## config.mk

```make
export PLATFORM = sky130hd
export DESIGN_NAME = alert_table_priority_buzzer_flat
export DESIGN_NICKNAME = d
export VERILOG_FILES = /design/src/hw/rtl/atpb_pkg.sv /design/src/hw/rtl/atpb_if.sv /design/src/hw/rtl/atpb_ctrl.sv /design/src/hw/rtl/atpb_datapath.sv /design/src/hw/rtl/alert_table_priority_buzzer.sv /design/src/flat_wrapper.sv
export SDC_FILE = /design/constraint.sdc
export NUM_CORES = 1
export LEC_CHECK = 0
export BUFFER_PORTS_ARGS = -buffer_cell sky130_fd_sc_hd__buf_2
export CORE_UTILIZATION = 30
export DETAILED_ROUTE_END_ITERATION = 10
export PLACE_DENSITY_LB_ADDON = 0.15
export SETUP_SLACK_MARGIN = 0.15
export SLEW_MARGIN = 0
export SYNTH_ARGS = -nofsm -noshare
export SYNTH_HDL_FRONTEND = slang
export SYNTH_HIERARCHICAL = 1
export SYNTH_SLANG_ARGS = --single-unit
export TNS_END_PERCENT = 50
```

## constraint.sdc

```tcl
create_clock -name clk -period 16.2 [get_ports clk]
set_clock_uncertainty 0.15 [all_clocks]
set_input_delay 0.81 -clock clk [delete_from_list [all_inputs] [get_ports clk]]
set_output_delay 0.81 -clock clk [all_outputs]
set_load 0.01 [all_outputs]
```

## src/hw/rtl/atpb_pkg.sv

```systemverilog
// ----------------------------------------------------------------------------
// atpb_pkg
// shared constants, types and tone tables for the alert table priority buzzer
// ----------------------------------------------------------------------------
package atpb_pkg;

  // table geometry
  localparam int TABLE_DEPTH = 8;
  localparam int IDX_W       = (TABLE_DEPTH > 1) ? $clog2(TABLE_DEPTH) : 1;
  localparam int HELD_W      = $clog2(TABLE_DEPTH + 1);
  localparam int CMP_W       = (HELD_W > 3) ? HELD_W : 3;

  // configuration port
  localparam int ADDR_W = 4;
  localparam logic [1:0] REG_BUZZER_ENABLE  = 2'd0;
  localparam logic [1:0] REG_DEDUP_WINDOW   = 2'd1;
  localparam logic [1:0] REG_REPEAT_INTERVAL = 2'd2;

  localparam logic        RST_BUZZER_ENABLE   = 1'b1;
  localparam logic [15:0] RST_DEDUP_WINDOW    = 16'd30000;
  localparam logic [15:0] RST_REPEAT_INTERVAL = 16'd2000;

  // alert type codes, larger value wins on a tick
  localparam logic [2:0] ALERT_BLANK    = 3'd0;
  localparam logic [2:0] ALERT_HIGH_HR  = 3'd1;
  localparam logic [2:0] ALERT_LOW_HR   = 3'd2;
  localparam logic [2:0] ALERT_DESAT    = 3'd3;
  localparam logic [2:0] ALERT_BATTERY  = 3'd4;
  localparam logic [2:0] ALERT_SENSOR   = 3'd5;
  localparam logic [2:0] ALERT_SPARE_6  = 3'd6;
  localparam logic [2:0] ALERT_SPARE_7  = 3'd7;

  typedef enum logic [2:0] {
    MODE_ADD,
    MODE_ACK,
    MODE_CLEAR,
    MODE_TICK,
    MODE_READ
  } mode_t;

  typedef enum logic [1:0] {
    ST_IDLE,
    ST_SCAN,
    ST_COMMIT
  } state_t;

  typedef struct packed {
    logic        buzzer_enable;
    logic [15:0] dedup_window_ms;
    logic [15:0] repeat_interval_ms;
  } cfg_t;

  typedef struct packed {
    logic [2:0]  kind;
    logic [31:0] stamp;
    logic        acked;
  } slot_t;

  // controller to datapath
  typedef struct packed {
    logic start;
    logic step;
    logic commit;
  } cmd_t;

  // datapath to controller
  typedef struct packed {
    logic scan_done;
    logic out_free;
  } status_t;

  function automatic logic [10:0] tone_freq(input logic [2:0] kind);
    logic [10:0] f;
    unique case (kind)
      ALERT_HIGH_HR, ALERT_DESAT: f = 11'd1000;
      ALERT_LOW_HR:               f = 11'd800;
      ALERT_BATTERY:              f = 11'd600;
      ALERT_SENSOR:               f = 11'd1200;
      default:                    f = 11'd0;
    endcase
    return f;
  endfunction

  function automatic logic [8:0] tone_len(input logic [2:0] kind);
    logic [8:0] l;
    unique case (kind)
      ALERT_HIGH_HR, ALERT_DESAT: l = 9'd200;
      ALERT_LOW_HR:               l = 9'd300;
      ALERT_BATTERY:              l = 9'd100;
      ALERT_SENSOR:               l = 9'd150;
      default:                    l = 9'd0;
    endcase
    return l;
  endfunction

  function automatic logic [2:0] tone_pulses(input logic [2:0] kind);
    logic [2:0] p;
    unique case (kind)
      ALERT_HIGH_HR, ALERT_DESAT: p = 3'd3;
      ALERT_LOW_HR:               p = 3'd2;
      ALERT_BATTERY:              p = 3'd1;
      ALERT_SENSOR:               p = 3'd4;
      default:                    p = 3'd0;
    endcase
    return p;
  endfunction

endpackage

```

## src/hw/rtl/atpb_if.sv

```systemverilog
// ----------------------------------------------------------------------------
// atpb_if
// valid/ready channels for request items and result items
// ----------------------------------------------------------------------------
interface atpb_in_if;
  logic        valid;
  logic        ready;
  logic [2:0]  mode;
  logic [2:0]  alert_type;
  logic [2:0]  entry_index;
  logic [31:0] now_ms;

  modport source (output valid, mode, alert_type, entry_index, now_ms, input ready);
  modport sink   (input valid, mode, alert_type, entry_index, now_ms, output ready);
endinterface

interface atpb_out_if;
  logic        valid;
  logic        ready;
  logic        tone_start;
  logic [10:0] tone_freq_hz;
  logic [8:0]  tone_len_ms;
  logic [2:0]  tone_pulses;
  logic        any_active;
  logic [3:0]  stored_count;
  logic [2:0]  read_type;
  logic [31:0] read_time;
  logic        read_acked;

  modport source (output valid, tone_start, tone_freq_hz, tone_len_ms, tone_pulses,
                  any_active, stored_count, read_type, read_time, read_acked,
                  input ready);
  modport sink   (input valid, tone_start, tone_freq_hz, tone_len_ms, tone_pulses,
                  any_active, stored_count, read_type, read_time, read_acked,
                  output ready);
endinterface

```

## src/hw/rtl/atpb_ctrl.sv

```systemverilog
// ----------------------------------------------------------------------------
// atpb_ctrl
// sequencer: accept a beat, scan the held slots, commit and load the result
// ----------------------------------------------------------------------------
module atpb_ctrl import atpb_pkg::*; (
  input  logic    clk,
  input  logic    rst,
  input  logic    in_valid,
  output logic    in_ready,
  input  status_t status,
  output cmd_t    cmd
);

  state_t state, state_next;

  always_ff @(posedge clk) begin
    if (rst) begin
      state <= ST_IDLE;
    end else begin
      state <= state_next;
    end
  end

  always_comb begin
    state_next = state;
    cmd        = '0;
    in_ready   = 1'b0;
    unique case (state)
      ST_IDLE: begin
        in_ready = 1'b1;
        if (in_valid) begin
          cmd.start  = 1'b1;
          state_next = ST_SCAN;
        end
      end
      ST_SCAN: begin
        if (status.scan_done) begin
          state_next = ST_COMMIT;
        end else begin
          cmd.step = 1'b1;
        end
      end
      ST_COMMIT: begin
        // wait here while the previous result is still unclaimed
        if (status.out_free) begin
          cmd.commit = 1'b1;
          state_next = ST_IDLE;
        end
      end
      default: begin
        state_next = ST_IDLE;
      end
    endcase
  end

endmodule

```

## src/hw/rtl/atpb_datapath.sv

```systemverilog
// ----------------------------------------------------------------------------
// atpb_datapath
// alert slots, scan accumulators, table update and result register
// ----------------------------------------------------------------------------
module atpb_datapath import atpb_pkg::*; (
  input  logic        clk,
  input  logic        rst,
  input  cmd_t        cmd,
  output status_t     status,
  input  cfg_t        cfg,
  input  logic [2:0]  mode,
  input  logic [2:0]  alert_type,
  input  logic [2:0]  entry_index,
  input  logic [31:0] now_ms,
  atpb_out_if.source  rsp
);

  // latched item
  logic [2:0]  mode_q;
  logic [2:0]  type_q;
  logic [2:0]  idx_q;
  logic [31:0] now_q;

  // table state
  slot_t             slots [TABLE_DEPTH];
  logic [HELD_W-1:0] held_count;
  logic [31:0]       last_tone_time;

  // scan accumulators
  logic [HELD_W-1:0] cnt;
  logic              dup;
  logic              pre_active;
  logic              active_excl;
  logic [2:0]        best;
  logic [2:0]        rd_type;
  logic [31:0]       rd_time;
  logic              rd_acked;

  // result register
  logic out_valid;

  slot_t             cur;
  slot_t             new_slot;
  logic [31:0]       age_cur;
  logic [31:0]       tick_age;
  logic              cnt_is_idx;
  logic              idx_in_range;
  logic              is_full;
  logic              do_append;
  logic              do_ack;
  logic              do_tick;
  logic              tone_on;
  logic [2:0]        tone_kind;
  logic              active_next;
  logic [HELD_W-1:0] held_next;

  assign cur          = slots[cnt[IDX_W-1:0]];
  assign age_cur      = now_q - cur.stamp;
  assign tick_age     = now_q - last_tone_time;
  assign cnt_is_idx   = (CMP_W'(cnt) == CMP_W'(idx_q));
  assign idx_in_range = (CMP_W'(idx_q) < CMP_W'(held_count));
  assign is_full      = (held_count == HELD_W'(TABLE_DEPTH));
  assign new_slot     = '{kind: type_q, stamp: now_q, acked: 1'b0};

  assign do_append = (mode_q == MODE_ADD) && !dup;
  assign do_ack    = (mode_q == MODE_ACK) && idx_in_range;
  assign do_tick   = (mode_q == MODE_TICK) && cfg.buzzer_enable && pre_active &&
                     (tick_age > {16'd0, cfg.repeat_interval_ms}) && (best != ALERT_BLANK);
  assign tone_kind = do_tick ? best : type_q;
  assign tone_on   = ((do_append && cfg.buzzer_enable) || do_tick) &&
                     (tone_pulses(tone_kind) != 3'd0);

  always_comb begin
    held_next   = held_count;
    active_next = pre_active;
    if (do_append) begin
      active_next = 1'b1;
      if (!is_full) begin
        held_next = held_count + HELD_W'(1);
      end
    end else if (mode_q == MODE_ACK) begin
      active_next = active_excl;
    end else if (mode_q == MODE_CLEAR) begin
      held_next   = '0;
      active_next = 1'b0;
    end
  end

  assign status.scan_done = (cnt == held_count);
  assign status.out_free  = !out_valid || rsp.ready;

  // item latch and scan, one slot per cycle
  always_ff @(posedge clk) begin
    if (cmd.start) begin
      mode_q      <= mode;
      type_q      <= alert_type;
      idx_q       <= entry_index;
      now_q       <= now_ms;
      cnt         <= '0;
      dup         <= 1'b0;
      pre_active  <= 1'b0;
      active_excl <= 1'b0;
      best        <= ALERT_BLANK;
      rd_type     <= 3'd0;
      rd_time     <= 32'd0;
      rd_acked    <= 1'b0;
    end else if (cmd.step) begin
      cnt <= cnt + HELD_W'(1);
      if ((cur.kind == type_q) && (age_cur < {16'd0, cfg.dedup_window_ms})) begin
        dup <= 1'b1;
      end
      if (!cur.acked) begin
        pre_active <= 1'b1;
        if (cur.kind > best) begin
          best <= cur.kind;
        end
        // the slot being acknowledged no longer counts as active
        if (!((mode_q == MODE_ACK) && cnt_is_idx)) begin
          active_excl <= 1'b1;
        end
      end
      if ((mode_q == MODE_READ) && cnt_is_idx) begin
        rd_type  <= cur.kind;
        rd_time  <= cur.stamp;
        rd_acked <= cur.acked;
      end
    end
  end

  // slot updates: shift out the oldest when full, append, acknowledge
  for (genvar j = 0; j < TABLE_DEPTH; j++) begin : g_slot
    always_ff @(posedge clk) begin
      if (cmd.commit) begin
        if (do_append && is_full) begin
          if (j < TABLE_DEPTH - 1) begin
            slots[j] <= slots[(j + 1) % TABLE_DEPTH];
          end else begin
            slots[j] <= new_slot;
          end
        end else if (do_append && (HELD_W'(j) == held_count)) begin
          slots[j] <= new_slot;
        end else if (do_ack && (CMP_W'(j) == CMP_W'(idx_q))) begin
          slots[j].acked <= 1'b1;
        end
      end
    end
  end

  always_ff @(posedge clk) begin
    if (rst) begin
      held_count     <= '0;
      last_tone_time <= 32'd0;
      out_valid      <= 1'b0;
    end else begin
      if (cmd.commit) begin
        held_count <= held_next;
        if (do_tick) begin
          last_tone_time <= now_q;
        end
        out_valid <= 1'b1;
      end else if (rsp.ready) begin
        out_valid <= 1'b0;
      end
    end
  end

  always_ff @(posedge clk) begin
    if (cmd.commit) begin
      rsp.tone_start   <= tone_on;
      rsp.tone_freq_hz <= tone_on ? tone_freq(tone_kind) : 11'd0;
      rsp.tone_len_ms  <= tone_on ? tone_len(tone_kind) : 9'd0;
      rsp.tone_pulses  <= tone_on ? tone_pulses(tone_kind) : 3'd0;
      rsp.any_active   <= active_next;
      rsp.stored_count <= 4'(held_next);
      rsp.read_type    <= rd_type;
      rsp.read_time    <= rd_time;
      rsp.read_acked   <= rd_acked;
    end
  end

  assign rsp.valid = out_valid;

endmodule

```

## src/hw/rtl/alert_table_priority_buzzer.sv

```systemverilog
// ----------------------------------------------------------------------------
// alert_table_priority_buzzer
// alert table with deduplication, acknowledge and priority tone repeat
// ----------------------------------------------------------------------------
// usage
//   req carries one command beat: mode (add, acknowledge, clear, tick, read),
//   alert_type, entry_index and the current time now_ms
//   rsp returns exactly one result beat per request beat, in order: tone
//   fields, any_active, stored_count and the read fields
//   the apb port writes buzzer_enable (0x0), dedup_window_ms (0x4) and
//   repeat_interval_ms (0x8); write only while no request is in flight
// timing
//   a request is accepted in the idle state; the n slots held when it arrives
//   are then scanned one slot per cycle through a single slot read port; at
//   commit the result is loaded into the result register and the block
//   returns to idle, so it takes no new request until the last one commits
// reset
//   rst (synchronous) empties the table, zeroes the last tone time, drops any
//   pending result and loads the register reset values
// backpressure
//   the result register holds its beat while rsp.ready is low; the next
//   request is still accepted and scanned, and waits at commit until the
//   result register frees up
// ----------------------------------------------------------------------------
module alert_table_priority_buzzer import atpb_pkg::*; (
  input  logic              clk,
  input  logic              rst,
  atpb_in_if.sink           req,
  atpb_out_if.source        rsp,
  input  logic              psel,
  input  logic              penable,
  input  logic              pwrite,
  input  logic [ADDR_W-1:0] paddr,
  input  logic [31:0]       pwdata,
  output logic [31:0]       prdata,
  output logic              pready
);

  cfg_t    cfg;
  cmd_t    cmd;
  status_t status;
  logic    in_ready;

  // configuration registers, written in the apb access phase
  always_ff @(posedge clk) begin
    if (rst) begin
      cfg.buzzer_enable      <= RST_BUZZER_ENABLE;
      cfg.dedup_window_ms    <= RST_DEDUP_WINDOW;
      cfg.repeat_interval_ms <= RST_REPEAT_INTERVAL;
    end else if (psel && penable && pwrite) begin
      unique case (paddr[3:2])
        REG_BUZZER_ENABLE:   cfg.buzzer_enable      <= pwdata[0];
        REG_DEDUP_WINDOW:    cfg.dedup_window_ms    <= pwdata[15:0];
        REG_REPEAT_INTERVAL: cfg.repeat_interval_ms <= pwdata[15:0];
        default: ;
      endcase
    end
  end

  // register readback
  always_comb begin
    unique case (paddr[3:2])
      REG_BUZZER_ENABLE:   prdata = {31'd0, cfg.buzzer_enable};
      REG_DEDUP_WINDOW:    prdata = {16'd0, cfg.dedup_window_ms};
      REG_REPEAT_INTERVAL: prdata = {16'd0, cfg.repeat_interval_ms};
      default:             prdata = 32'd0;
    endcase
  end

  assign pready    = 1'b1;
  assign req.ready = in_ready;

  // sequencer
  atpb_ctrl u_ctrl (
    .clk      (clk),
    .rst      (rst),
    .in_valid (req.valid),
    .in_ready (in_ready),
    .status   (status),
    .cmd      (cmd)
  );

  // table, scan and result register
  atpb_datapath u_datapath (
    .clk         (clk),
    .rst         (rst),
    .cmd         (cmd),
    .status      (status),
    .cfg         (cfg),
    .mode        (req.mode),
    .alert_type  (req.alert_type),
    .entry_index (req.entry_index),
    .now_ms      (req.now_ms),
    .rsp         (rsp)
  );

endmodule

```

## src/flat_wrapper.sv

```systemverilog
// flat-port wrapper written by rule: the top's interface ports become plain ports
module alert_table_priority_buzzer_flat import atpb_pkg::*;
  (clk, rst, psel, penable, pwrite, paddr, pwdata, prdata, pready, req_valid, req_mode, req_alert_type, req_entry_index, req_now_ms, req_ready, rsp_valid, rsp_tone_start, rsp_tone_freq_hz, rsp_tone_len_ms, rsp_tone_pulses, rsp_any_active, rsp_stored_count, rsp_read_type, rsp_read_time, rsp_read_acked, rsp_ready);
  atpb_in_if req_i ();
  atpb_out_if rsp_i ();
  input  logic clk;
  input  logic rst;
  input  logic psel;
  input  logic penable;
  input  logic pwrite;
  input  logic [ADDR_W-1:0] paddr;
  input  logic [31:0] pwdata;
  output logic [31:0] prdata;
  output logic pready;
  input wire logic [$bits(req_i.valid)-1:0] req_valid;
  input wire logic [$bits(req_i.mode)-1:0] req_mode;
  input wire logic [$bits(req_i.alert_type)-1:0] req_alert_type;
  input wire logic [$bits(req_i.entry_index)-1:0] req_entry_index;
  input wire logic [$bits(req_i.now_ms)-1:0] req_now_ms;
  output wire logic [$bits(req_i.ready)-1:0] req_ready;
  output wire logic [$bits(rsp_i.valid)-1:0] rsp_valid;
  output wire logic [$bits(rsp_i.tone_start)-1:0] rsp_tone_start;
  output wire logic [$bits(rsp_i.tone_freq_hz)-1:0] rsp_tone_freq_hz;
  output wire logic [$bits(rsp_i.tone_len_ms)-1:0] rsp_tone_len_ms;
  output wire logic [$bits(rsp_i.tone_pulses)-1:0] rsp_tone_pulses;
  output wire logic [$bits(rsp_i.any_active)-1:0] rsp_any_active;
  output wire logic [$bits(rsp_i.stored_count)-1:0] rsp_stored_count;
  output wire logic [$bits(rsp_i.read_type)-1:0] rsp_read_type;
  output wire logic [$bits(rsp_i.read_time)-1:0] rsp_read_time;
  output wire logic [$bits(rsp_i.read_acked)-1:0] rsp_read_acked;
  input wire logic [$bits(rsp_i.ready)-1:0] rsp_ready;
  assign req_i.valid = req_valid;
  assign req_i.mode = req_mode;
  assign req_i.alert_type = req_alert_type;
  assign req_i.entry_index = req_entry_index;
  assign req_i.now_ms = req_now_ms;
  assign req_ready = req_i.ready;
  assign rsp_valid = rsp_i.valid;
  assign rsp_tone_start = rsp_i.tone_start;
  assign rsp_tone_freq_hz = rsp_i.tone_freq_hz;
  assign rsp_tone_len_ms = rsp_i.tone_len_ms;
  assign rsp_tone_pulses = rsp_i.tone_pulses;
  assign rsp_any_active = rsp_i.any_active;
  assign rsp_stored_count = rsp_i.stored_count;
  assign rsp_read_type = rsp_i.read_type;
  assign rsp_read_time = rsp_i.read_time;
  assign rsp_read_acked = rsp_i.read_acked;
  assign rsp_i.ready = rsp_ready;
  alert_table_priority_buzzer u_core (.clk(clk), .rst(rst), .req(req_i), .rsp(rsp_i), .psel(psel), .penable(penable), .pwrite(pwrite), .paddr(paddr), .pwdata(pwdata), .prdata(prdata), .pready(pready));
endmodule
```

# Yosys cells after proc, flatten, opt, wreduce, memory -nomap -nowiden
# Memories as Yosys holds them, arrays and structs flattened. A register that Yosys moved wholly into a read port is not among the register bits.
# Cells that the tools add are included.
# word_totals
ff_bits	224
ramBits	288
in_bits	84
output_inout_bits	100
word_cells	259
n_memories	1
# classes
n_addsub	4
order_cmp	4
eq_ne	34
muxes	117
n_bitwise	18
n_reduce_logical	53
# memory_table
memory	depth	word_bits	rd	rd_clocked_by_memory_dff	wr	line_no	rtl
u_core.u_datapath.slots	8	36	8	1	8	atpb_datapath.sv:25	slot_t slots [TABLE_DEPTH];
# op_table
op	n
two-way mux 36 bit	8
two-way mux 1 bit	94
subtractor 32 bit	2
case mux 16 bit (3 select lines)	1
case mux 11 bit (4 select lines)	1
case mux 9 bit (4 select lines)	1
> comparator 32 x 16 -> 1 bit	1
less-than comparator 32 x 16 -> 1 bit	1
logical AND 1 bit	30
== test 3 x 4 -> 1 bit (first input constant)	4
two-way mux 4 bit	4
OR 1 bit	16
AND reduction 2 bit	7
== test 3 x 2 -> 1 bit (second input constant)	4
== test 3 bit (first input constant)	4
case mux 3 bit (4 select lines)	1
== test 3 bit (second input constant)	3
two-way mux 3 bit	3
AND reduction 3 bit	3
adder 4 x 1 -> 4 bit (second input constant)	2
== test 2 x 4 -> 1 bit (first input constant)	2
== test 2 x 3 -> 1 bit (first input constant)	2
== test 3 x 1 -> 1 bit (second input constant)	2
zero test 3 bit	2
22 further kinds	32

# Depth between registers and ports, before layout
# Gate-level depths: netlist of the first run.
# depth
word_depth	11
ltp_mapped	26
ltp_nobuf	23

# By module
# The synthesis of the first run kept the hierarchy.
# by_module_without_submodules
module	instances	cells_each	area_per_inst_um2	seq_area_each_um2
atpb_datapath	1	1996	25320.5	13162.6
alert_table_priority_buzzer	1	180	1745.4	660.6
atpb_ctrl	1	13	110.1	40.0

# Worst setup path after synthesis of the first run
# Ideal clock, no wire load.
# synth_path
kind	input to register
start	in rsp_ready
end	mem u_core/u_datapath/slots[1][0] (netlist name), enable pin
setup_time_ps	306
arrival_ps	6909
required_time_ps	15744
setup_slack_ps	8836
stages	7
path_buffers	1
cell_sequence	nand2b_1 nand2_1 nor2_1 nand2_1 clkbuf_1 a211oi_1 a31o_2
# synth_rtl
element	line_no	rtl
start: declaration	flat_wrapper.sv:31	input wire logic [$bits(rsp_i.ready)-1:0] rsp_ready;
end: declaration	atpb_datapath.sv:25	

==> results of run 1 <==
[layer usage]
metal,share of wire,GRT usage
met1,0.46,0.221
met2,0.49,0.296
met3,0.032,0.0193
met4,0.019,0.0379
met5,0,0
[kinds of logic after synthesis]
family,after synthesis
compound gates,375
xor+xnor,49
fa+ha+maj,105
buf+inv,244
flops,502
mux,415
other cells,3
simple gates,496
[registers in the layout (all words and copies together) (netlist names), 3 cells and up, named ones only]
register,cells
u_core/u_datapath/rsp.tone_freq_hz,4
u_core/u_datapath/rsp.tone_len_ms,4
u_core/cfg,33
u_core/u_datapath/mode_q,3
u_core/u_datapath/held_count,4
u_core/u_datapath/rd_time,32
u_core/u_datapath/now_q,32
u_core/u_datapath/last_tone_time,32
u_core/u_datapath/rsp.stored_count,4
u_core/u_datapath/type_q,3
u_core/u_datapath/best,3
u_core/u_datapath/rd_type,3
u_core/u_datapath/rsp.read_time,32
u_core/u_datapath/rsp.read_type,3
u_core/u_datapath/slots,288
u_core/u_datapath/idx_q,3
u_core/u_datapath/cnt,4
[synthesized netlist by cell type (all sizes together) (5+ instances only)]
library cell and number:
a31oi 12, nand2b 110, nand3 31, nor3b 10
xor2 26, and2 6, o31ai 5, mux4 72
nor3 14, o21a 14, nand3b 5, a21o 30
buf 55, a211oi 50, a21oi 84, nand2 102
o311ai 5, edfxtp 381, nor4 8, ha 103
o2111ai 5, dfxtp 121, xnor2 23, nor4b 5
nor2b 13, inv 104, o21bai 5, mux2 230
or2 6, nor2 136, and3 12, o211ai 13
or3 5, o21ai 84, clkbuf 85, nand4 20
a22o 16, mux2i 113, a21boi 6, o22ai 5
[per-stage QoR]
stage,instances,util
2_1_floorplan,2207,-
3_3_place_gp,3416,0.323
3_5_place_dp,3416,0.323
4_1_cts,3528,0.344
5_1_grt,3528,0.344
6_report,3528,0.344
[worst register-to-register path, stage by stage, from the launching register on]
cell and delay (ps):
dfxtp_4 900, mux4_2 680, mux2i_1 460, ha_1 390
a211oi_1 330, o21ai_0 150, a31oi_1 550, nand2b_1 180
a21oi_1 70, or2_2 320, xor2_1 160, ha_1 190
a211oi_1 270, o21ai_0 230, nor4_1 660, nand4_1 340
a2111oi_0 670, o31ai_1 200, nor4_1 390, nand4_1 170
o31ai_1 190
[worst max-delay path by stage]
stage	slack [ps]	to	from	depth (start not counted)
floorplan	8840	u_core/u_datapath/slots[1][0]	rsp_ready	7
global route	8040	u_core/u_datapath/dup	flip-flop	20
global placement	8580	u_core/u_datapath/dup	flip-flop	20
CTS	8540	u_core/u_datapath/dup	flip-flop	20
detailed placement	8580	u_core/u_datapath/dup	flip-flop	20
finish	8450	u_core/u_datapath/dup	flip-flop	20
[layout by cell type (no fill, tap or decap), types with 72 or more instances in the layout]
cell type and instances:
buf_2 143, mux2i_1 113, nand2_1 96, mux2_2 230, edfxtp_1 381, inv_1 104, a21oi_1 83, dfxtp_1 118
nor2_1 129, nand2b_1 110, o21ai_0 82, mux4_2 72, ha_1 103
[report_power, final]
group | internal, mW | switching (mW)
combinational | 0.161 | 0.226
clock | 0.734 | 0.550
sequential | 1.40 | 0.0511
total | 2.29 | 0.827
[area by class of cell]
class | instances | area (um2) | area share
sequential | 502 | 13900 | 0.448
clock inverter | 18 | 159 | 0.00514
inverter | 104 | 390 | 0.0126
timing repair buffer | 173 | 941 | 0.0304
clock buffer | 94 | 1730 | 0.0559
tap | 1176 | 1470 | 0.0476
multi-input combinational | 1461 | 12400 | 0.400
==> summary.txt, run 1 <==
Outcome
  – Status: complete, no violations

Flow run
  – # Max-Cap Violations: 0

Clock network
  – Root Driver: clkbuf_16
  – Hold-fix buffers, CTS: 0
  – Setup bufs post-CTS: 0
  – CTS tree: built
  – Post-cts resize count: 0
  – Clk pin slew, worst setup/hold paths: around 60 ps
  – CTS Sinks: 502
  – Num CTS Buffers: 59
  – Maximum clock path buffer count: 3
  – H-tree depth: 2
  – Later-pin clock latency in the skew report: around 650 ps

Route
  – DRT Pass-1 Iters: 5
  – WL final: 77700 um
  – Drt via density: ~5
  – # DRC: 0
  – Post-route ant nets: 0
  – Initial DRC count: approximately 980
  – Wire length per cell: 22.0 um
  – Via total after detailed routing: 17900

Placed design
  – Placed Instance Area: around 29000 um2
  – Post-DP HPWL: 50900 um
  – Placer congestion estimate: 0.837
  – I/O Buffers: 144
  – Pre-CTS setup slack: around 8600 ps

Floorplan
  – Total core area: 89900 um2
  – # rows: 110
  – Die area: just over 90000 um2
  – Boundary Pins: ~180
  – Initial Util: 0.302
  – Die extent in x: between 300 and 400 um
  – Die Y: about 300 um

Cells and area
  – Nets: approximately 2500
  – Fillers: roughly 8900
  – Antenna Cells: 0
  – Layout cells sized above 1: 0.257
  – Fin area: 30900 um2
  – Area delta synth->final: 13.8%

Worst setup path
  – Buf+Inv Stages, Crit Path: 0
  – Crit-path cells: mux4_2 > mux2i_1 > ha_1 > a211oi_1 > o21ai_0 > a31oi_1 > nand2b_1 > a21oi_1 > or2_2 > xor2_1 > ha_1 > a211oi_1 > o21ai_0 > nor4_1 > nand4_1 > a2111oi_0 > o31ai_1 > nor4_1 > nand4_1 > o31ai_1
  – Crit path DAT: slightly above 8000 ps
  – CP Capture Type: flip-flop
  – RR Endpoint: u_core/u_datapath/dup
  – R2R Setup Slk: 8450 ps
  – Crit-path slowest cell: dfxtp_4
  – FF-to-FF path depth: 20
  – Crit Path Max Fanout: 37
  – Crit path launch type: flip-flop
  – Crit path kind: reg2reg
  – WP data required: between 15000 and 20000 ps
  – Max incr delay on CP: 900 ps
  – Delay-heaviest family, CP: compound AO/OA/AOI/OAI gates

STA
  – Setup violators final: 0
  – Hold slack: 186 ps
  – Fin crit share: 0.478
  – Worst Tran Pin Value: about 1100 ps
  – Max frequency: ~130 MHz
  – Fin crit period: 7750 ps
  – RSZ-0062 raised after global routing: false
  – Rel. slew slack: 0.286
  – Setup tns final: 0 ps
  – Number of hold violations in the final report: 0
  – Max-slew violation count: 0
  – Final worst slack: about 8500 ps

Synth
  – Post-Syn Instances: around 2200
  – Syn Std Cell Area: 27200 um2
  – Area leader, netlist: edfxtp_1
  – Synth Area in Adders: 0.0489
  – Main synth FF type: edfxtp_1
  – Mux share of post-synthesis cell area: 0.197
  – Unique masters post-synth: 87
  – Synth Area in XOR/XNOR: 0.0158
  – EDFF count, synth: 381
  – Area contributors post-synth: edfxtp_1, mux2_2, dfxtp_1
  – Simple-gate share of the synthesized area: 0.0956
  – Synth Area in Compound Gates: 0.0918
  – Register area share after synthesis: 0.510
  – Syn Area/Cell: 12.4 um2
  – Yosys synthesis warning count: 6
  – Yosys top cell area share: 0.421
  – Largest family of logic cells by synthesized area: multiplexers
  – Asr flop ratio synth: 0
  – Seq cells post-synth: 502

GRT
  – Number of global-route vias before repair: roughly 18000
  – First-pass GRT wire length: 116000 um
  – GR Overflow Total: 0
  – Total track usage: 0.169
  – Largest net degree at the start of global routing: 77
  – Antenna violations before repair: 0

Power
  – Pleak: 10.8 nW
  – Pwr Total: 3.12 mW
  – Pwr Density: 101 nW/um2
  – Maximum vdd drop: roughly 0.09 mV

Worst hold path
  – Hold WC Path Type: in2reg
  – Hold-critical path endpoint: u_core/u_datapath/mode_q[1]
  – Worst Hold Launch: req_mode[1]
  – Hold path cells: 1
(Power assumes the default switching activity.)
==> run 2, diff against run 1 <==
--- a/config.mk
+++ b/config.mk
@@ -5,6 +5,7 @@
 export SDC_FILE = /design/constraint.sdc
 export NUM_CORES = 1
 export LEC_CHECK = 0
+export ABC_AREA = 1
 export BUFFER_PORTS_ARGS = -buffer_cell sky130_fd_sc_hd__buf_2
 export CORE_UTILIZATION = 30
 export DETAILED_ROUTE_END_ITERATION = 10
==> constraint.sdc (replaced) <==
create_clock -name clk -period 7.4 [get_ports clk]
set_clock_uncertainty 0.15 [all_clocks]
set_input_delay 0.37 -clock clk [delete_from_list [all_inputs] [get_ports clk]]
set_output_delay 0.37 -clock clk [all_outputs]
set_load 0.01 [all_outputs]
==> summary.txt, run 2 <==
STA
  – Fin crit period: 5380 ps (-2370 ps)
  – Max-slew violation count: 0 (unchanged)
  – Final worst slack: 2020 ps (-6430 ps)
  – Hold slack: 167 ps (-19.0 ps)
  – RSZ-0062 raised after global routing: false
  – Fin crit share: 0.727 (+0.249)
  – Max frequency: 186 MHz (+44%)
  – Number of hold violations in the final report: 0 (unchanged)
  – Worst Tran Pin Value: 1060 ps (-8.07 ps)
  – Setup tns final: 0 ps (unchanged)
  – Setup violators final: 0 (unchanged)
  – Rel. slew slack: 0.295 (+0.00888)

Worst hold path
  – Worst Hold Launch: penable
  – Hold path cells: 5 (+4)
  – Hold-critical path endpoint: u_core/cfg[1]
  – Hold WC Path Type: in2reg

Power
  – Clock share of power: 0.277 (-0.135)
  – Power Internal: 6.01 mW (+160%)
  – Switching Share: 0.417 (+0.152)
  – Seq pwr share: 0.325 (-0.139)
  – Pwr Total: 10.3 mW (+230%)
  – Psw: 4.29 mW (+420%)
  – Comb pwr share: 0.398 (+0.274)
  – Maximum vdd drop: 0.174 mV (+92%)
  – Pleak: 14.1 nW (+31%)
  – Pwr Density: 321 nW/um2 (+220%)

Placed design
  – Pre-CTS setup slack: 2120 ps (-6460 ps)
  – Post-DP HPWL: 63300 um (+24%)
  – Dpl cells: 4673 (+37%)
  – I/O Buffers: 144 (unchanged)
  – Placed Instance Area: 29600 um2 (+1.9%)
  – Placer congestion estimate: 0.908 (+8.5%)

Worst setup path
  – RR Endpoint: u_core/u_datapath/dup
  – Crit Path Max Fanout: 69 (+86%)
  – WP data required: 7800 ps (-8820 ps)
  – FF-to-FF path depth: 23 (+15%)
  – Crit path launch type: flip-flop
  – R2R Setup Slk: 2020 ps (-6430 ps)
  – Crit path kind: reg2reg
  – CP Capture Type: flip-flop
  – Crit path DAT: 5780 ps (-2380 ps)

Synth
  – Synth Area in Adders: 0.0479 (-0.000956)
  – Yosys top cell area share: 0.413 (-0.00823)
  – Area leader, netlist: edfxtp_1
  – Synth Area in XOR/XNOR: 0.0107 (-0.00505)
  – Register area share after synthesis: 0.500 (-0.00997)
  – Top-count cell post-synth: nand2_1
  – Synth Area in Compound Gates: 0.140 (+0.0478)
  – Main synth FF type: edfxtp_1
  – Unique masters post-synth: 46 (-47%)
  – Seq cells post-synth: 502 (unchanged)
  – Simple-gate share of the synthesized area: 0.213 (+0.117)
  – Syn Area/Cell: 8.04 um2 (-35%)
  – Syn Std Cell Area: 27700 um2 (+2.0%)
  – Largest family of logic cells by synthesized area: simple AND/OR/NAND/NOR gates
  – Area contributors post-synth: edfxtp_1, nand2_1, dfxtp_1
  – Yosys synthesis warning count: 6 (unchanged)
  – EDFF count, synth: 381 (unchanged)
  – Asr flop ratio synth: 0 (unchanged)
  – Synth cell count leaders: nand2_1, o21ai_0, inv_1, edfxtp_1, nor2_1
  – Mux share of post-synthesis cell area: 0 (-0.197)
  – Post-Syn Instances: 3447 (+57%)

GRT
  – GR Overflow Total: 0 (unchanged)
  – Largest net degree at the start of global routing: 74 (-3.9%)
  – First-pass GRT wire length: 140000 um (+20%)
  – Number of global-route vias before repair: 22200 (+21%)
  – Total track usage: 0.197 (+0.0285)
  – Antenna violations before repair: 2 (+2)

Route
  – Met3 routed WL: 4710 um (+90%)
  – Post-route ant nets: 0 (unchanged)
  – Metal-1 WL: 43900 um (+24%)
  – Max layer used: met4
  – DRT Pass-1 Iters: 8 (+3)
  – # DRC: 0 (unchanged)
  – Wire length per cell: 19.3 um (-12%)
  – Drt via density: 4.87 (-4.0%)
  – DR WL met2: 42300 um (+10%)
  – Via total after detailed routing: 23600 (+32%)
  – Initial DRC count: 1942 (+99%)
  – WL final: 93800 um (+21%)

Clock network
  – Setup bufs post-CTS: 0 (unchanged)
  – Num CTS Buffers: 58 (-1.7%)
  – Root Driver: clkbuf_16
  – H-tree depth: 2 (unchanged)
  – CTS Sinks: 502 (unchanged)
  – Later-pin clock latency in the skew report: 660 ps (about the same)
  – CTS tree: built
  – Clk pin slew, worst setup/hold paths: 60 ps (about the same)
  – Maximum clock path buffer count: 3 (unchanged)

Cells and area
  – Largest regs: u_core/u_datapath/slots (288), u_core/cfg (33)
  – Fillers: 9584 (+7.6%)
  – Post-Layout Cell Count: 4846 (+37%)
  – Commonest non-fill, non-tap cell in the layout: nand2_1
  – Layout cells sized above 1: 0.0915 (-0.166)
  – Antenna Cells: 0 (unchanged)
  – Area delta synth->final: 15.8%
  – Commonest cells after routing, fill and taps aside: nand2_1, o21ai_0, inv_1
  – Fin area: 32100 um2 (+3.8%)
  – Largest Register: u_core/u_datapath/slots
  – Max reg flops: 288 (unchanged)
  – Final core occ: 0.351 (+0.00655)
  – Nets: 3800 (+53%)

Floorplan
  – Die extent in x: 306 um (+0.99%)
  – Die Y: 306 um (+0.99%)
  – Total core area: 91500 um2 (+1.8%)
  – Boundary Pins: 184 (unchanged)
  – Initial Util: 0.303 (+0.000467)
  – Die area: 93600 um2 (+2.0%)
  – # rows: 111 (+0.91%)

Outcome
  – Status: complete, no violations

Flow run
  – # Max-Cap Violations: 0 (unchanged)
==> run 2: cell count changes after synthesis, moves of 28 or more <==
cell      before  now
mux2_2       230    0
inv_1        104  419
nor2_1       136  356
nand3_1       30  124
mux4_2        72    0
a21o_1        30    2
a211oi_1      50    2
o22ai_1        5   57
mux2i_1      113    0
o21ai_0       82  467
nand2_1      102  886
nand2b_1     110    0
a21oi_1       83  172
==> run 2: logic make-up (layout without fill, tap and decap cells) <==
family | count (synthesis) | in the layout
fa+ha+maj | 105 | 105
other cells | 3 | 21
flops | 502 | 502
simple gates | 1455 | 1455
buf+inv | 601 | 796
compound gates | 747 | 747
xor+xnor | 34 | 34
==> run 2: final cells by class <==
class | count | area (um2) | area share
inverters | 433 | 1630 | 0.0507
flip-flops and latches | 502 | 13900 | 0.432
well taps | 1186 | 1480 | 0.0462
clock buffers | 72 | 1500 | 0.0468
repair buffers | 254 | 1720 | 0.0536
multi-input cells | 2362 | 11500 | 0.359
clock inverters | 37 | 372 | 0.0116
==> run 2: critical path: stages, from the launching register on <==
cell	delay (ps)
dfxtp_4	560
inv_4	630
o21ai_0	160
o22ai_1	150
nor2_1	60
a31oi_1	610
ha_1	270
inv_1	60
fa_1	410
nand2_1	80
inv_1	50
nand2_1	50
nand3_1	130
nand2_1	90
nand2_1	100
nand3_1	90
nand2_1	170
xor2_1	200
ha_1	300
nand4_1	110
o221ai_1	140
a21oi_1	360
nand4_1	150
a21oi_1	140
==> run 2: what timing repair did <==
action,in CTS,in global routing
hold endpoints to repair,78,0
gates resized for setup,0,0
hold buffers,64,0
==> run 2: how the worst max path moves through the flow <==
| stage | startpoint | end | slack, ps | cells past startpoint |
|---|---|---|---|---|
| after floorplan | rsp_ready | u_core/u_datapath/slots[6][10] | 260 | 8 |
| after global placement | flip-flop | u_core/u_datapath/dup | 2130 | 23 |
| after detailed placement | flip-flop | u_core/u_datapath/dup | 2120 | 23 |
| after CTS | flip-flop | u_core/u_datapath/dup | 2090 | 23 |
| after global routing | flip-flop | u_core/u_datapath/dup | 1840 | 23 |
| final | flip-flop | u_core/u_datapath/dup | 2020 | 23 |
==> run 2: metal layers <==
metal,track usage,up-vias
li1,-,11700
met4,0.0626,0
met5,0,-
met3,0.0209,110
met2,0.319,598
met1,0.275,11200
==> run 2: power groups by stage <==
stage / Clock (mW) / Combinational [mW] / Sequential [mW]
4_1_cts: 2.93 / 4.07 / 3.35
3_3_place_gp: 0 / 4.03 / 3.41
6_report: 2.85 / 4.10 / 3.35
3_5_place_dp: 0 / 4.01 / 3.41
5_1_grt: 3.02 / 4.59 / 3.37
2_1_floorplan: 0 / 2.74 / 3.28
==> run 3, diff against run 2 <==
==> constraint.sdc (replaced) <==
create_clock -name clk -period 4.45 [get_ports clk]
set_clock_uncertainty 0.15 [all_clocks]
set_input_delay 0.2225 -clock clk [delete_from_list [all_inputs] [get_ports clk]]
set_output_delay 0.2225 -clock clk [all_outputs]
set_load 0.01 [all_outputs]
==> summary.txt, run 3 (synthesis gave the netlist of run 2 again) <==
GRT
  – Largest net degree at the start of global routing: 74 (unchanged)
  – First-pass GRT wire length: 142000 um (+1.5%)
  – GR Overflow Total: 0 (unchanged)
  – Number of global-route vias before repair: 22500 (+1.2%)
  – Total track usage: 0.200 (+0.00258)
  – Antenna violations before repair: 2 (unchanged)

STA
  – RSZ-0062 raised after global routing: true
  – Setup violators final: 0 (unchanged)
  – Max frequency: 244 MHz (+31%)
  – Final worst slack: 353 ps (-1670 ps)
  – Worst Tran Pin Value: 1080 ps (+28.1 ps)
  – Fin crit period: 4100 ps (-1280 ps)
  – Setup tns final: 0 ps (unchanged)
  – Rel. slew slack: 0.276 (-0.0187)
  – Fin crit share: 0.921 (+0.194)
  – Number of hold violations in the final report: 0 (unchanged)
  – Max-slew violation count: 0 (unchanged)

Worst setup path
  – WP data required: 4870 ps (-2930 ps)
  – Crit-path slowest cell: dfxtp_4
  – FF-to-FF path depth: 23 (unchanged)
  – Buf+Inv Stages, Crit Path: 5 (+2)
  – Crit Path Max Fanout: 63 (-8.7%)
  – R2R Setup Slk: 350 ps (-1670 ps)
  – Crit path DAT: 4520 ps (-1260 ps)
  – Crit path kind: reg2reg
  – CP Capture Type: flip-flop
  – Crit-path most repeated cell: nand2_1
  – Delay-heaviest family, CP: simple AND/OR/NAND/NOR gates
  – Max incr delay on CP: 430 ps (-200 ps)
  – Crit path launch type: flip-flop
  – Crit-path cells: buf_4 > buf_4 > buf_16 > o21ai_0 > o22ai_1 > nand2_1 > nand2_1 > inv_1 > ha_1 > nand2_1 > nor2_1 > inv_1 > nor3_1 > o21ai_0 > nand3_1 > nand2_1 > nand2_1 > nand3_1 > nor2_1 > nand2_1 > nor2_1 > nand4_1 > a21oi_1
  – RR Endpoint: u_core/u_datapath/dup

Route
  – Drt via density: 4.87 (+0.14%)
  – Post-route ant nets: 0 (unchanged)
  – DRT Pass-1 Iters: 6 (-2)
  – # DRC: 0 (unchanged)
  – Initial DRC count: 2033 (+4.7%)
  – Via total after detailed routing: 24200 (+2.7%)
  – Wire length per cell: 19.5 um (+0.85%)
  – WL final: 96900 um (+3.4%)

Cells and area
  – Max reg flops: 288 (unchanged)
  – Final core occ: 0.368 (+0.0172)
  – Post-Layout Cell Count: 4968 (+2.5%)
  – Multi-input logic area: 11900 um2 (+3.4%)
  – Layout cells sized above 1: 0.136 (+0.0449)
  – Area delta synth->final: 21.5%
  – Largest regs: u_core/u_datapath/slots (288), u_core/cfg (33)
  – Largest Register: u_core/u_datapath/slots
  – Sequential cell area: 13900 um2 (unchanged)
  – Nets: 3923 (+3.2%)
  – Commonest cells after routing, fill and taps aside: nand2_1, o21ai_0, inv_1
  – Fillers: 9564 (-0.21%)
  – Commonest non-fill, non-tap cell in the layout: nand2_1

Floorplan
  – Die extent in x: 306 um (unchanged)
  – Total core area: 91500 um2 (unchanged)
  – # rows: 111 (unchanged)
  – Die Y: 306 um (unchanged)
  – Boundary Pins: 184 (unchanged)
  – Die area: 93600 um2 (unchanged)
  – Initial Util: 0.303 (unchanged)

Clock network
  – Num CTS Buffers: 58 (unchanged)
  – Later-pin clock latency in the skew report: 640 ps (-20 ps)
  – CTS Sinks: 502 (unchanged)
  – Clk pin slew, worst setup/hold paths: 60 ps (about the same)
  – Maximum clock path buffer count: 3 (unchanged)
  – Root Driver: clkbuf_16
  – CTS tree: built
  – H-tree depth: 2 (unchanged)

Power
  – Maximum vdd drop: 0.364 mV (+110%)
  – Pwr Total: 18.6 mW (+80%)
  – Pwr Density: 552 nW/um2 (+72%)
  – Pleak: 14.7 nW (+4.6%)

Outcome
  – Status: complete, no violations

Placed design
  – I/O Buffers: 144 (unchanged)
  – Dpl cells: 4749 (+1.6%)
  – Placer congestion estimate: 0.883 (-2.7%)
  – Pre-CTS setup slack: 2.73 ps (-2120 ps)
  – Post-DP HPWL: 67500 um (+6.6%)

Worst hold path
  – Hold WC Path Type: in2reg
  – Worst Hold Launch: penable
  – Hold-critical path endpoint: u_core/cfg[2]
  – Hold path cells: 5 (unchanged)

Flow run
  – # Max-Cap Violations: 0 (unchanged)
## run 3: what timing repair did
item | 4_1_cts | 5_1_grt
pin swaps | 0 | 15
cloned | 1 | 5
endpoints found under the hold margin | 91 | 0
setup buffers | 1 | 26
gates resized for setup | 6 | 108
endpoints found under the setup margin | 1 | 44
hold buffers | 78 | 0
## run 3: worst min-delay path: stages
cell and delay (ps):
buf_2 100, nand3_1 180, nor2_4 140, nor2_1 100, nor2_1 50
## run 3: worst max-delay path by stage
stage                                                end  depth (start not counted)
after floorplan           u_core/u_datapath/slots[6][10]                          6
after global placement             u_core/u_datapath/dup                         26
after detailed placement           u_core/u_datapath/dup                         26
after CTS                          u_core/u_datapath/dup                         22
after global routing               u_core/u_datapath/dup                         24
final                              u_core/u_datapath/dup                         23
## run 3: routing by layer
| metal | vias to the layer above | global-route usage | share of wire |
|---|---|---|---|
| met2 | 698 | 0.317 | 0.45 |
| met1 | 11500 | 0.283 | 0.47 |
| met5 | - | 0 | 0 |
| met3 | 105 | 0.0253 | 0.054 |
| met4 | 0 | 0.0583 | 0.026 |
| li1 | 11900 | - | - |
## run 3: final cells by class
| cell class | instances | share of cell area |
|---|---|---|
| multi-input combinational | 2363 | 0.354 |
| inverter | 433 | 0.0488 |
| clock inverter | 26 | 0.00628 |
| timing repair inverter | 1 | 0.000260 |
| clock buffer | 81 | 0.0481 |
| antenna | 1 | 0.0000743 |
| timing repair buffer | 375 | 0.0868 |
| sequential | 502 | 0.412 |
| tap | 1186 | 0.0441 |
## run 3: power by group
group	total, mW	internal, mW	switching [mW]
registers	5.41	5.22	0.185
clock network	4.65	2.65	2.00
logic	8.53	3.03	5.49
total	18.6	10.9	7.68
## run 3: stage by stage
stage	hold WS (ps)	instance area, um2
floorplan	135	27800
global placement	250	30300
detailed placement	251	30300
CTS	7.90	32900
global route	52.9	33700
finish	49.5	33700
